<file path="src/rtl/gcbs_pkg.sv">
// Shared types and constants of the grid cell box sum block.
`default_nettype none

package gcbs_pkg;

  // Fixed coordinate width of the pixel position counters.
  localparam int COORD_BITS    = 12;
  // Largest usable cell side in pixels.
  localparam int MAX_CELL_SIZE = 64;
  localparam int CS_W          = 7;
  localparam int SUM_W         = 20;
  localparam int QUOT_W        = 13;
  localparam int DIV_STEPS     = 13;
  localparam int FIFO_DEPTH    = 4;

  // Configuration register indexes.
  typedef enum logic [2:0] {
    CFG_IMAGE_WIDTH   = 3'd0,
    CFG_REGION_LEFT   = 3'd1,
    CFG_REGION_TOP    = 3'd2,
    CFG_REGION_RIGHT  = 3'd3,
    CFG_REGION_BOTTOM = 3'd4,
    CFG_CELL_SIZE     = 3'd5
  } cfg_reg_t;

  localparam logic [12:0]     IMAGE_WIDTH_RST   = 13'd720;
  localparam logic [11:0]     REGION_LEFT_RST   = 12'd200;
  localparam logic [11:0]     REGION_TOP_RST    = 12'd20;
  localparam logic [12:0]     REGION_RIGHT_RST  = 13'd700;
  localparam logic [12:0]     REGION_BOTTOM_RST = 13'd520;
  localparam logic [CS_W-1:0] CELL_SIZE_RST     = 7'd20;

  // One pixel that falls inside a counting cell, on its way to the accumulators.
  typedef struct packed {
    logic                  valid;
    logic [COORD_BITS-1:0] col;
    logic [COORD_BITS-1:0] row;
    logic [7:0]            pixel;
    logic                  first;
    logic                  fin;
    logic                  last;
  } acc_req_t;

  // One finished cell.
  typedef struct packed {
    logic [SUM_W-1:0]      sum;
    logic [4:0]            column;
    logic [COORD_BITS-1:0] row;
    logic                  last;
  } cell_res_t;

endpackage

`default_nettype wire

</file>
<file path="src/rtl/gcbs_pix_if.sv">
// Pixel stream channel: valid, ready and one pixel beat.
`default_nettype none

interface gcbs_pix_if;
  logic       valid;
  logic       ready;
  logic [7:0] pixel;
  logic       frame_start;

  modport source (output valid, pixel, frame_start, input ready);
  modport sink   (input valid, pixel, frame_start, output ready);
endinterface

`default_nettype wire

</file>
<file path="src/rtl/gcbs_cell_if.sv">
// Cell result channel: valid, ready and one cell sum beat.
`default_nettype none

interface gcbs_cell_if;
  logic        valid;
  logic        ready;
  logic [19:0] cell_sum;
  logic [4:0]  cell_column;
  logic [11:0] cell_row;
  logic        last_cell;

  modport source (output valid, cell_sum, cell_column, cell_row, last_cell, input ready);
  modport sink   (input valid, cell_sum, cell_column, cell_row, last_cell, output ready);
endinterface

`default_nettype wire

</file>
<file path="src/rtl/gcbs_div.sv">
// Restoring divider, one quotient bit per cycle, used for grid geometry.
`default_nettype none

module gcbs_div import gcbs_pkg::*; (
  input  logic              clk,
  input  logic              rst,
  input  logic              start,
  input  logic [QUOT_W-1:0] dividend,
  input  logic [CS_W-1:0]   divisor,
  output logic              done,
  output logic [QUOT_W-1:0] quotient,
  output logic [CS_W-1:0]   remainder
);

  logic              busy;
  logic [3:0]        cnt;
  logic [QUOT_W-1:0] q;
  logic [CS_W-1:0]   r;
  logic [CS_W:0]     r_ext;
  logic              ge;

  assign r_ext = {r, q[QUOT_W-1]};
  assign ge    = r_ext >= {1'b0, divisor};

  always_ff @(posedge clk) begin
    if (rst) begin
      busy <= 1'b0;
      cnt  <= '0;
    end else if (start) begin
      busy <= 1'b1;
      cnt  <= 4'(DIV_STEPS);
      q    <= dividend;
      r    <= '0;
    end else if (busy) begin
      if (cnt != '0) begin
        cnt <= cnt - 4'd1;
        q   <= {q[QUOT_W-2:0], ge};
        r   <= ge ? CS_W'(r_ext - {1'b0, divisor}) : r_ext[CS_W-1:0];
      end else begin
        busy <= 1'b0;
      end
    end
  end

  assign done      = busy && (cnt == '0);
  assign quotient  = q;
  assign remainder = r;

endmodule

`default_nettype wire

</file>
<file path="src/rtl/gcbs_acc.sv">
// Per-column accumulator memory with read-modify-write and write forwarding.
`default_nettype none

module gcbs_acc import gcbs_pkg::*; #(
  parameter int DEPTH = 32
) (
  input  logic      clk,
  input  logic      rst,
  input  acc_req_t  req,
  output logic      res_valid,
  output cell_res_t res,
  output logic      pending
);

  localparam int AW = (DEPTH > 1) ? $clog2(DEPTH) : 1;

  logic [SUM_W-1:0] mem [DEPTH];
  logic [DEPTH-1:0] vbits;
  logic [SUM_W-1:0] rdata;
  acc_req_t         s1;
  logic             pw_valid;
  logic [AW-1:0]    pw_addr;
  logic [SUM_W-1:0] pw_data;
  logic [AW-1:0]    raddr;
  logic [AW-1:0]    waddr;
  logic [SUM_W-1:0] base;
  logic [SUM_W-1:0] acc;
  logic             wr;

  assign raddr = req.col[AW-1:0];
  assign waddr = s1.col[AW-1:0];
  assign wr    = s1.valid;

  // The entry written in the previous cycle is newer than what the memory returned.
  always_comb begin
    if (s1.first) begin
      base = '0;
    end else if (pw_valid && (pw_addr == waddr)) begin
      base = pw_data;
    end else if (vbits[waddr]) begin
      base = rdata;
    end else begin
      base = '0;
    end
    acc = base + SUM_W'(s1.pixel);
  end

  always_ff @(posedge clk) begin
    if (req.valid) begin
      rdata <= mem[raddr];
    end
    if (wr) begin
      mem[waddr] <= acc;
    end
  end

  always_ff @(posedge clk) begin
    s1      <= req;
    pw_addr <= waddr;
    pw_data <= acc;
    if (rst) begin
      s1.valid <= 1'b0;
      pw_valid <= 1'b0;
      vbits    <= '0;
    end else begin
      pw_valid <= wr;
      if (wr) begin
        vbits[waddr] <= 1'b1;
      end
    end
  end

  assign res_valid  = s1.valid && s1.fin;
  assign pending    = res_valid;
  assign res.sum    = acc;
  assign res.column = s1.col[4:0];
  assign res.row    = s1.row;
  assign res.last   = s1.last;

endmodule

`default_nettype wire

</file>
<file path="src/rtl/gcbs_fifo.sv">
// Small result queue that drives the cell result channel.
`default_nettype none

module gcbs_fifo import gcbs_pkg::*; (
  input  logic       clk,
  input  logic       rst,
  input  logic       push,
  input  cell_res_t  din,
  gcbs_cell_if.source cells,
  output logic [2:0] count
);

  localparam int PW = $clog2(FIFO_DEPTH);

  cell_res_t       slots [FIFO_DEPTH];
  logic [PW-1:0]   wp;
  logic [PW-1:0]   rp;
  logic            pop;
  cell_res_t       head;

  assign pop  = cells.valid && cells.ready;
  assign head = slots[rp];

  always_ff @(posedge clk) begin
    if (push) begin
      slots[wp] <= din;
    end
    if (rst) begin
      wp    <= '0;
      rp    <= '0;
      count <= '0;
    end else begin
      if (push) begin
        wp <= wp + PW'(1);
      end
      if (pop) begin
        rp <= rp + PW'(1);
      end
      count <= count + 3'(push) - 3'(pop);
    end
  end

  assign cells.valid       = count != '0;
  assign cells.cell_sum    = head.sum;
  assign cells.cell_column = head.column;
  assign cells.cell_row    = head.row;
  assign cells.last_cell   = head.last;

endmodule

`default_nettype wire

</file>
<file path="src/rtl/grid_cell_box_sum_core.sv">
// Top level of the grid cell box sum block: position tracking, geometry and control.
`default_nettype none

// The block takes 8-bit grayscale pixels in raster order, one per beat, and
// sums them over the square cells of a grid laid on the region of interest,
// starting at its top-left corner; only whole cells inside the region count,
// and at most MAX_CELLS_ACROSS columns of cells are kept. When the
// bottom-right pixel of a cell arrives, one result beat carries the cell sum,
// its grid column and row, and a flag on the last cell of the region.
// Pixels are taken at one per clock for as long as the result side keeps up;
// a result is registered and then enters a four-deep output queue, and
// outside the geometry work ready drops only while that queue, together
// with a result still in flight, is full. The grid geometry (cells across
// and down, and the cell position of the current pixel) is worked out by
// one shared divider that yields a quotient bit per cycle, in four
// divisions. It runs after reset and after every configuration write, and
// meanwhile no pixel is accepted; configuration writes are taken at any time.
// Running sums live in a memory with one entry per cell column, read when a
// pixel is accepted and written back the next cycle, with the previous write
// forwarded when two pixels in a row hit the same column. A frame_start beat
// restarts the position at the top-left pixel at once.

module grid_cell_box_sum_core import gcbs_pkg::*; #(
  parameter int MAX_CELLS_ACROSS = 32
) (
  input  logic        clk,
  input  logic        rst,
  input  logic        cfg_write,
  input  logic [2:0]  cfg_index,
  input  logic [12:0] cfg_data,
  gcbs_pix_if.sink    pixels,
  gcbs_cell_if.source cells
);

  localparam int NCX_W = $clog2(MAX_CELLS_ACROSS + 1);

  typedef enum logic [1:0] {
    S_START,
    S_WAIT,
    S_READY
  } seq_t;

  typedef enum logic [1:0] {
    JOB_NCX,
    JOB_NCY,
    JOB_POS_X,
    JOB_POS_Y
  } job_t;

  // Configuration registers.
  logic [12:0]     img_w;
  logic [11:0]     r_left;
  logic [11:0]     r_top;
  logic [12:0]     r_right;
  logic [12:0]     r_bottom;
  logic [CS_W-1:0] cs;

  // Position of the next pixel, and its place in the cell grid.
  logic [COORD_BITS-1:0] px;
  logic [COORD_BITS-1:0] py;
  logic [CS_W-1:0]       ox;
  logic [CS_W-1:0]       oy;
  logic [COORD_BITS-1:0] cx;
  logic [COORD_BITS-1:0] cy;

  // Whole cells across (clamped) and down the region.
  logic [NCX_W-1:0] ncx;
  logic [12:0]      ncy;

  seq_t state;
  job_t job;

  // Divider hookup.
  logic              div_start;
  logic [QUOT_W-1:0] div_dividend;
  logic              div_done;
  logic [QUOT_W-1:0] div_q;
  logic [CS_W-1:0]   div_r;

  // Pixel stage.
  logic                  accept;
  logic                  fs;
  logic [COORD_BITS-1:0] ex;
  logic [COORD_BITS-1:0] ey;
  logic [CS_W-1:0]       eox;
  logic [CS_W-1:0]       eoy;
  logic [COORD_BITS-1:0] ecx;
  logic [COORD_BITS-1:0] ecy;
  logic                  cs_ok;
  logic [CS_W-1:0]       cs_m1;
  logic                  x_in;
  logic                  y_in;
  logic [12:0]           nx;
  logic [COORD_BITS-1:0] ny;
  logic                  wrap;
  logic [COORD_BITS-1:0] px_next;
  logic [COORD_BITS-1:0] py_next;
  logic [CS_W-1:0]       ox_next;
  logic [CS_W-1:0]       oy_next;
  logic [COORD_BITS-1:0] cx_next;
  logic [COORD_BITS-1:0] cy_next;
  acc_req_t              req;

  // Accumulator and queue.
  logic      res_valid;
  cell_res_t res;
  logic      pending;
  logic [2:0] fifo_count;

  function automatic logic [12:0] sat_diff(input logic [12:0] a, input logic [12:0] b);
    sat_diff = (a > b) ? a - b : 13'd0;
  endfunction

  assign pixels.ready = (state == S_READY) && ((fifo_count + 3'(pending)) <= 3'd3);
  assign accept       = pixels.valid && pixels.ready;
  assign fs           = pixels.frame_start;

  // A frame start puts this pixel at the top-left corner of the raster.
  always_comb begin
    ex    = fs ? '0 : px;
    ey    = fs ? '0 : py;
    eox   = fs ? '0 : ox;
    eoy   = fs ? '0 : oy;
    ecx   = fs ? '0 : cx;
    ecy   = fs ? '0 : cy;
    cs_ok = (cs != '0) && (cs <= CS_W'(MAX_CELL_SIZE));
    cs_m1 = cs - 7'd1;
    x_in  = ex >= r_left;
    y_in  = ey >= r_top;

    req.valid = accept && cs_ok && x_in && y_in &&
                ({1'b0, ecx} < 13'(ncx)) && ({1'b0, ecy} < ncy);
    req.col   = ecx;
    req.row   = ecy;
    req.pixel = pixels.pixel;
    req.first = (eox == '0) && (eoy == '0);
    req.fin   = (eox == cs_m1) && (eoy == cs_m1);
    req.last  = (({1'b0, ecx} + 13'd1) == 13'(ncx)) && (({1'b0, ecy} + 13'd1) == ncy);

    // The column wraps at the image width or at the end of the coordinate range.
    nx   = {1'b0, ex} + 13'd1;
    ny   = ey + 12'd1;
    wrap = (nx >= img_w) || nx[12];

    if (wrap) begin
      px_next = '0;
      ox_next = '0;
      cx_next = '0;
      py_next = ny;
      if ((ny == r_top) || (ny == '0)) begin
        oy_next = '0;
        cy_next = '0;
      end else if (y_in) begin
        if (eoy == cs_m1) begin
          oy_next = '0;
          cy_next = ecy + 12'd1;
        end else begin
          oy_next = eoy + 7'd1;
          cy_next = ecy;
        end
      end else begin
        oy_next = eoy;
        cy_next = ecy;
      end
    end else begin
      px_next = nx[11:0];
      py_next = ey;
      oy_next = eoy;
      cy_next = ecy;
      if (nx[11:0] == r_left) begin
        ox_next = '0;
        cx_next = '0;
      end else if (x_in) begin
        if (eox == cs_m1) begin
          ox_next = '0;
          cx_next = ecx + 12'd1;
        end else begin
          ox_next = eox + 7'd1;
          cx_next = ecx;
        end
      end else begin
        ox_next = eox;
        cx_next = ecx;
      end
    end
  end

  // Each geometry job is one division by the cell size.
  always_comb begin
    unique case (job)
      JOB_NCX:   div_dividend = sat_diff(r_right, {1'b0, r_left});
      JOB_NCY:   div_dividend = sat_diff(r_bottom, {1'b0, r_top});
      JOB_POS_X: div_dividend = sat_diff({1'b0, px}, {1'b0, r_left});
      JOB_POS_Y: div_dividend = sat_diff({1'b0, py}, {1'b0, r_top});
    endcase
  end

  assign div_start = state == S_START;

  always_ff @(posedge clk) begin
    if (rst) begin
      img_w    <= IMAGE_WIDTH_RST;
      r_left   <= REGION_LEFT_RST;
      r_top    <= REGION_TOP_RST;
      r_right  <= REGION_RIGHT_RST;
      r_bottom <= REGION_BOTTOM_RST;
      cs       <= CELL_SIZE_RST;
      px       <= '0;
      py       <= '0;
      ox       <= '0;
      oy       <= '0;
      cx       <= '0;
      cy       <= '0;
      state    <= S_START;
      job      <= JOB_NCX;
    end else begin
      if (accept) begin
        px <= px_next;
        py <= py_next;
        ox <= ox_next;
        oy <= oy_next;
        cx <= cx_next;
        cy <= cy_next;
      end

      if (cfg_write) begin
        unique case (cfg_reg_t'(cfg_index))
          CFG_IMAGE_WIDTH:   img_w    <= cfg_data;
          CFG_REGION_LEFT:   r_left   <= cfg_data[11:0];
          CFG_REGION_TOP:    r_top    <= cfg_data[11:0];
          CFG_REGION_RIGHT:  r_right  <= cfg_data;
          CFG_REGION_BOTTOM: r_bottom <= cfg_data;
          CFG_CELL_SIZE:     cs       <= cfg_data[CS_W-1:0];
          default: ;
        endcase
        // Any write invalidates the geometry, so it is worked out again.
        state <= S_START;
        job   <= JOB_NCX;
      end else begin
        unique case (state)
          S_START: begin
            state <= S_WAIT;
          end
          S_WAIT: begin
            if (div_done) begin
              unique case (job)
                JOB_NCX: begin
                  ncx   <= (div_q > 13'(MAX_CELLS_ACROSS)) ?
                           NCX_W'(MAX_CELLS_ACROSS) : NCX_W'(div_q);
                  job   <= JOB_NCY;
                  state <= S_START;
                end
                JOB_NCY: begin
                  ncy   <= div_q;
                  job   <= JOB_POS_X;
                  state <= S_START;
                end
                JOB_POS_X: begin
                  cx    <= div_q[COORD_BITS-1:0];
                  ox    <= div_r;
                  job   <= JOB_POS_Y;
                  state <= S_START;
                end
                JOB_POS_Y: begin
                  cy    <= div_q[COORD_BITS-1:0];
                  oy    <= div_r;
                  state <= S_READY;
                end
              endcase
            end
          end
          S_READY: ;
          default: state <= S_START;
        endcase
      end
    end
  end

  gcbs_div u_div (
    .clk       (clk),
    .rst       (rst),
    .start     (div_start),
    .dividend  (div_dividend),
    .divisor   (cs),
    .done      (div_done),
    .quotient  (div_q),
    .remainder (div_r)
  );

  gcbs_acc #(
    .DEPTH (MAX_CELLS_ACROSS)
  ) u_acc (
    .clk       (clk),
    .rst       (rst),
    .req       (req),
    .res_valid (res_valid),
    .res       (res),
    .pending   (pending)
  );

  gcbs_fifo u_fifo (
    .clk   (clk),
    .rst   (rst),
    .push  (res_valid),
    .din   (res),
    .cells (cells),
    .count (fifo_count)
  );

endmodule

`default_nettype wire

</file>
<file path="src/flat_wrapper.sv">
// flat-port wrapper written by rule: the top's interface ports become plain ports
module grid_cell_box_sum_core_flat import gcbs_pkg::*;
#(
  parameter int MAX_CELLS_ACROSS = 32
)
  (clk, rst, cfg_write, cfg_index, cfg_data, pixels_valid, pixels_pixel, pixels_frame_start, pixels_ready, cells_valid, cells_cell_sum, cells_cell_column, cells_cell_row, cells_last_cell, cells_ready);
  gcbs_pix_if pixels_i ();
  gcbs_cell_if cells_i ();
  input  logic clk;
  input  logic rst;
  input  logic cfg_write;
  input  logic [2:0] cfg_index;
  input  logic [12:0] cfg_data;
  input wire logic [$bits(pixels_i.valid)-1:0] pixels_valid;
  input wire logic [$bits(pixels_i.pixel)-1:0] pixels_pixel;
  input wire logic [$bits(pixels_i.frame_start)-1:0] pixels_frame_start;
  output wire logic [$bits(pixels_i.ready)-1:0] pixels_ready;
  output wire logic [$bits(cells_i.valid)-1:0] cells_valid;
  output wire logic [$bits(cells_i.cell_sum)-1:0] cells_cell_sum;
  output wire logic [$bits(cells_i.cell_column)-1:0] cells_cell_column;
  output wire logic [$bits(cells_i.cell_row)-1:0] cells_cell_row;
  output wire logic [$bits(cells_i.last_cell)-1:0] cells_last_cell;
  input wire logic [$bits(cells_i.ready)-1:0] cells_ready;
  assign pixels_i.valid = pixels_valid;
  assign pixels_i.pixel = pixels_pixel;
  assign pixels_i.frame_start = pixels_frame_start;
  assign pixels_ready = pixels_i.ready;
  assign cells_valid = cells_i.valid;
  assign cells_cell_sum = cells_i.cell_sum;
  assign cells_cell_column = cells_i.cell_column;
  assign cells_cell_row = cells_i.cell_row;
  assign cells_last_cell = cells_i.last_cell;
  assign cells_i.ready = cells_ready;
  grid_cell_box_sum_core #(.MAX_CELLS_ACROSS(MAX_CELLS_ACROSS)) u_core (.clk(clk), .rst(rst), .cfg_write(cfg_write), .cfg_index(cfg_index), .cfg_data(cfg_data), .pixels(pixels_i), .cells(cells_i));
endmodule
</file>
<file path="config.mk">
export PLATFORM = sky130hd
export DESIGN_NAME = grid_cell_box_sum_core_flat
export DESIGN_NICKNAME = d
export VERILOG_FILES = /design/src/rtl/gcbs_pkg.sv /design/src/rtl/gcbs_pix_if.sv /design/src/rtl/gcbs_cell_if.sv /design/src/rtl/gcbs_div.sv /design/src/rtl/gcbs_acc.sv /design/src/rtl/gcbs_fifo.sv /design/src/rtl/grid_cell_box_sum_core.sv /design/src/flat_wrapper.sv
export SDC_FILE = /design/constraint.sdc
export NUM_CORES = 2
export LEC_CHECK = 0
export ABC_AREA = 1
export BUFFER_PORTS_ARGS = -buffer_cell sky130_fd_sc_hd__clkbuf_2
export CAP_MARGIN = 20
export CORE_UTILIZATION = 41
export CTS_CLUSTER_SIZE = 8
export DETAILED_ROUTE_END_ITERATION = 6
export PLACE_DENSITY = 0.65
export SETUP_SLACK_MARGIN = 0.2
export SYNTH_ARGS = -nofsm -noshare
export SYNTH_HDL_FRONTEND = slang
export SYNTH_HIERARCHICAL = 1
export SYNTH_SLANG_ARGS = --single-unit
</file>
<file path="constraint.sdc">
create_clock -name clk -period 4.8 [get_ports clk]
set_input_delay 0.24 -clock clk [delete_from_list [all_inputs] [get_ports clk]]
set_output_delay 0.24 -clock clk [all_outputs]
set_load 0.02 [all_outputs]
</file>
==> results.cfg <==
[yosys]
synth.most_common_cell = edfxtp_1
ys.warnings.count = 6
synthFlopType = edfxtp_1
synthArstFlopShare_pct = 0
synth_common_cells = edfxtp_1 (851), nor2_1 (781), nand2_1 (710), o21ai_0 (566), inv_1 (340)
yosys-top-cells-area = edfxtp_1 (51%), dfxtp_1 (9.4%), nor2_1 (5.8%)
ys_types = 69
synth_seq_area_share_pct = 60.0
synthCells = 5015
syn-cell-area_um2 = 50500
synth_top_area_share_pct = 50.6
synth-edff-count = 851
synth_nets = 5196
avgSynthCellArea_um2 = 10.1
synth_area_leader_cell = edfxtp_1
ys_seq_elements = 1088

[clock_network]
numCtsBuffers = 154
root_buffer = clkbuf_16
clk_path_buf_depth = 3
htreeDepth = 4
clk_pin_slew_ns = 0.05
cts.sinks = 1088
clkLatencyLatePin_ns = 0.77
post_cts_buffers = 0
cts_tree = yes

[run]
maxCapViolCount = 0

[placement]
port_buffers = 69
dp.cells = 6554
hpwl_um = 87800
gp_congestion = 0.918

[worst_setup_path]
reg2reg_slack_ns = 0.62
cp_max_fo = 20
crit_type = reg -> reg
end_kind = register
worstPathArrival_ns = 4.75
cp-start-kind = register
required_ns = 5.37

[power_and_ir_drop]
p_leak_nw = 20.7
finalPower_mw = 21.8
p_per_area_nw_per_um2 = 378
vdd.ir_drop.worst_mv = 0.365

[sta]
max_slew_margin_pct = 18.1
period_minus_slack_ns = 4.18
skew_ns = 0.0515
fmax_mhz = 239
worst_slew_pin_slew_ns = 1.22
timing.final.crit_share_pct = 87.1
maxSlewViolCount = 0
hold_ws_ns = 0.0729
grt_setup_unrepaired = no
final-hold-violation-count = 0
setup_tns_ns = 0
setup_viol = 0

[global_routing]
grt_overflow_total = 0
gr-usage-all-layers_pct = 22.7
grt_max_degree = 127
grt_pass1_vias = 36200
antenna_found_initial = 1
grt_pass1_wl_um = 218000

[cells_and_area]
final_cells = 6849
drive_gt1_share_pct = 10.6
nNetsFinal = 5295
final_util_pct = 47.2
syn2layout_area_growth_pct = 14.1

[detailed_routing]
viasPerCell = 5.54
drt_pass1_iterations = 7
routed_wl_um = 145000
drc = 0
wl_per_cell_um = 21.1
drt_iter0_drc = 3542
antenna_left = 0
dr_total_vias = 38000

[floorplanning]
initial_utilization_pct = 41.4
num_rows = 128
core_um2 = 122000
dieHeight_um = 353
num_io_pins = 70
die_w_um = 353
dieArea_um2 = 125000

[min_path]
hold_path.class = in -> reg

[status]
status = finished, final reports clean
## cell usage in the layout (no fill, tap or decap), types with 12 or more instances in the layout
cell type | netlist | final
clkbuf_16 | 0 | 155
clkbuf_1 | 173 | 94
ha_1 | 144 | 144
o221ai_1 | 138 | 138
o21ai_0 | 566 | 564
a32oi_1 | 18 | 18
dfxtp_1 | 237 | 236
a21oi_1 | 225 | 224
edfxtp_1 | 851 | 851
nor2_2 | 27 | 45
nand4_1 | 46 | 46
o21ai_1 | 27 | 28
nand3_1 | 236 | 236
nand2_2 | 32 | 33
dlygate4sd3_1 | 0 | 25
nor3_1 | 30 | 29
nor2_1 | 781 | 748
clkbuf_2 | 4 | 69
buf_4 | 26 | 95
nor2_4 | 15 | 30
a31oi_1 | 23 | 23
xor2_1 | 48 | 41
inv_1 | 340 | 333
o211ai_1 | 23 | 23
nand2_1 | 710 | 709
o22ai_1 | 71 | 71
inv_2 | 29 | 30
a21oi_2 | 12 | 12
## flip-flops by register name (all words and copies together) (netlist names), 13 cells and up, named ones only
| signal | cells |
|---|---|
| u_core/u_acc/mem | 640 |
| u_core/u_fifo/slots | 152 |
| u_core/u_acc/vbits | 32 |
| u_core/u_acc/pw_data | 20 |
| u_core/u_acc/rdata | 20 |
| u_core/u_acc/res | 18 |
| u_core/img_w | 13 |
| u_core/ncy | 13 |
| u_core/r_bottom | 13 |
| u_core/r_right | 13 |
| u_core/u_div/quotient | 13 |
## final timing paths
kind,cells after the start,start,end
worst min register to register,2,u_core/r_bottom[0],u_core/r_bottom[0]
worst max register to register,21,u_core/u_acc/res[16],u_core/u_acc/mem[8][17]
worst min-delay path,5,cfg_index[2],u_core/cs[2]
worst max-delay path,21,u_core/u_acc/res[16],u_core/u_acc/mem[8][17]
## report_power, final
part,leakage [nW],internal [mW],switching (mW)
Combinational,9.29,0.388,0.965
Sequential,9.25,10.2,0.0765
Clock,2.16,6.06,4.11
Total,20.7,16.6,5.16
## cells by family after synthesis
kind of cell    after synthesis  synth area share [%]
simple gates               1933                  16.4
buf+inv                     635                  5.42
xor+xnor                     66                  1.24
compound gates             1142                  13.2
flops                      1088                  60.0
fa+ha+maj                   151                  3.84
## per-layer routing
| layer | global-route usage (%) | wire length (um) | up-vias |
|---|---|---|---|
| met3 | 3.46 | 10500 | 267 |
| met5 | 0 | 0 | - |
| met2 | 37.8 | 69400 | 1512 |
| met1 | 29.6 | 59600 | 18400 |
| met4 | 9.35 | 5160 | 0 |
| li1 | - | - | 17800 |
## critical path: stages (launching register included)
cell and delay [ns]:
dfxtp_1 0.51, inv_1 0.17, nor3_1 0.29, nand2_1 0.09, nand2_1 0.08, nor2_2 0.05, nand2_4 0.20, nand2_1 0.08
a21oi_1 0.14, ha_1 0.31, nand2_1 0.09, nor2_1 0.04, a211oi_1 0.26, o221ai_1 0.23, nand2_1 0.10, nand2_1 0.07
nand2_1 0.22, nor2_4 0.10, nand2_1 0.07, nand3_1 0.06, nand2_1 0.47, buf_4 0.35
## per-stage QoR
stage,setup slack (ns),cell area [um^2]
final,0.619,57700
after CTS,0.365,57600
after detailed placement,0.363,52800
after global routing,0.209,57700
after floorplan,0.380,50500
after global placement,0.447,52800
## cell type report
type	count	area (um^2)
fill	11100	64400
inverter	379	1450
multi-input combinational	3292	17800
sequential	1088	30300
clock inverter	14	324
clock buffer	250	4250
antenna	2	5.00
timing repair inverter	1	7.51
tap	1625	2030
timing repair buffer	198	1490
## repair_timing
| action | CTS | global route |
|---|---|---|
| gates resized for setup | 0 | 3 |
| endpoints found under the hold margin | 78 | 0 |
| setup endpoints to repair | 0 | 146 |
| hold buffers | 25 | 0 |
No activity file was read; power rests on OpenSTA's default activity.
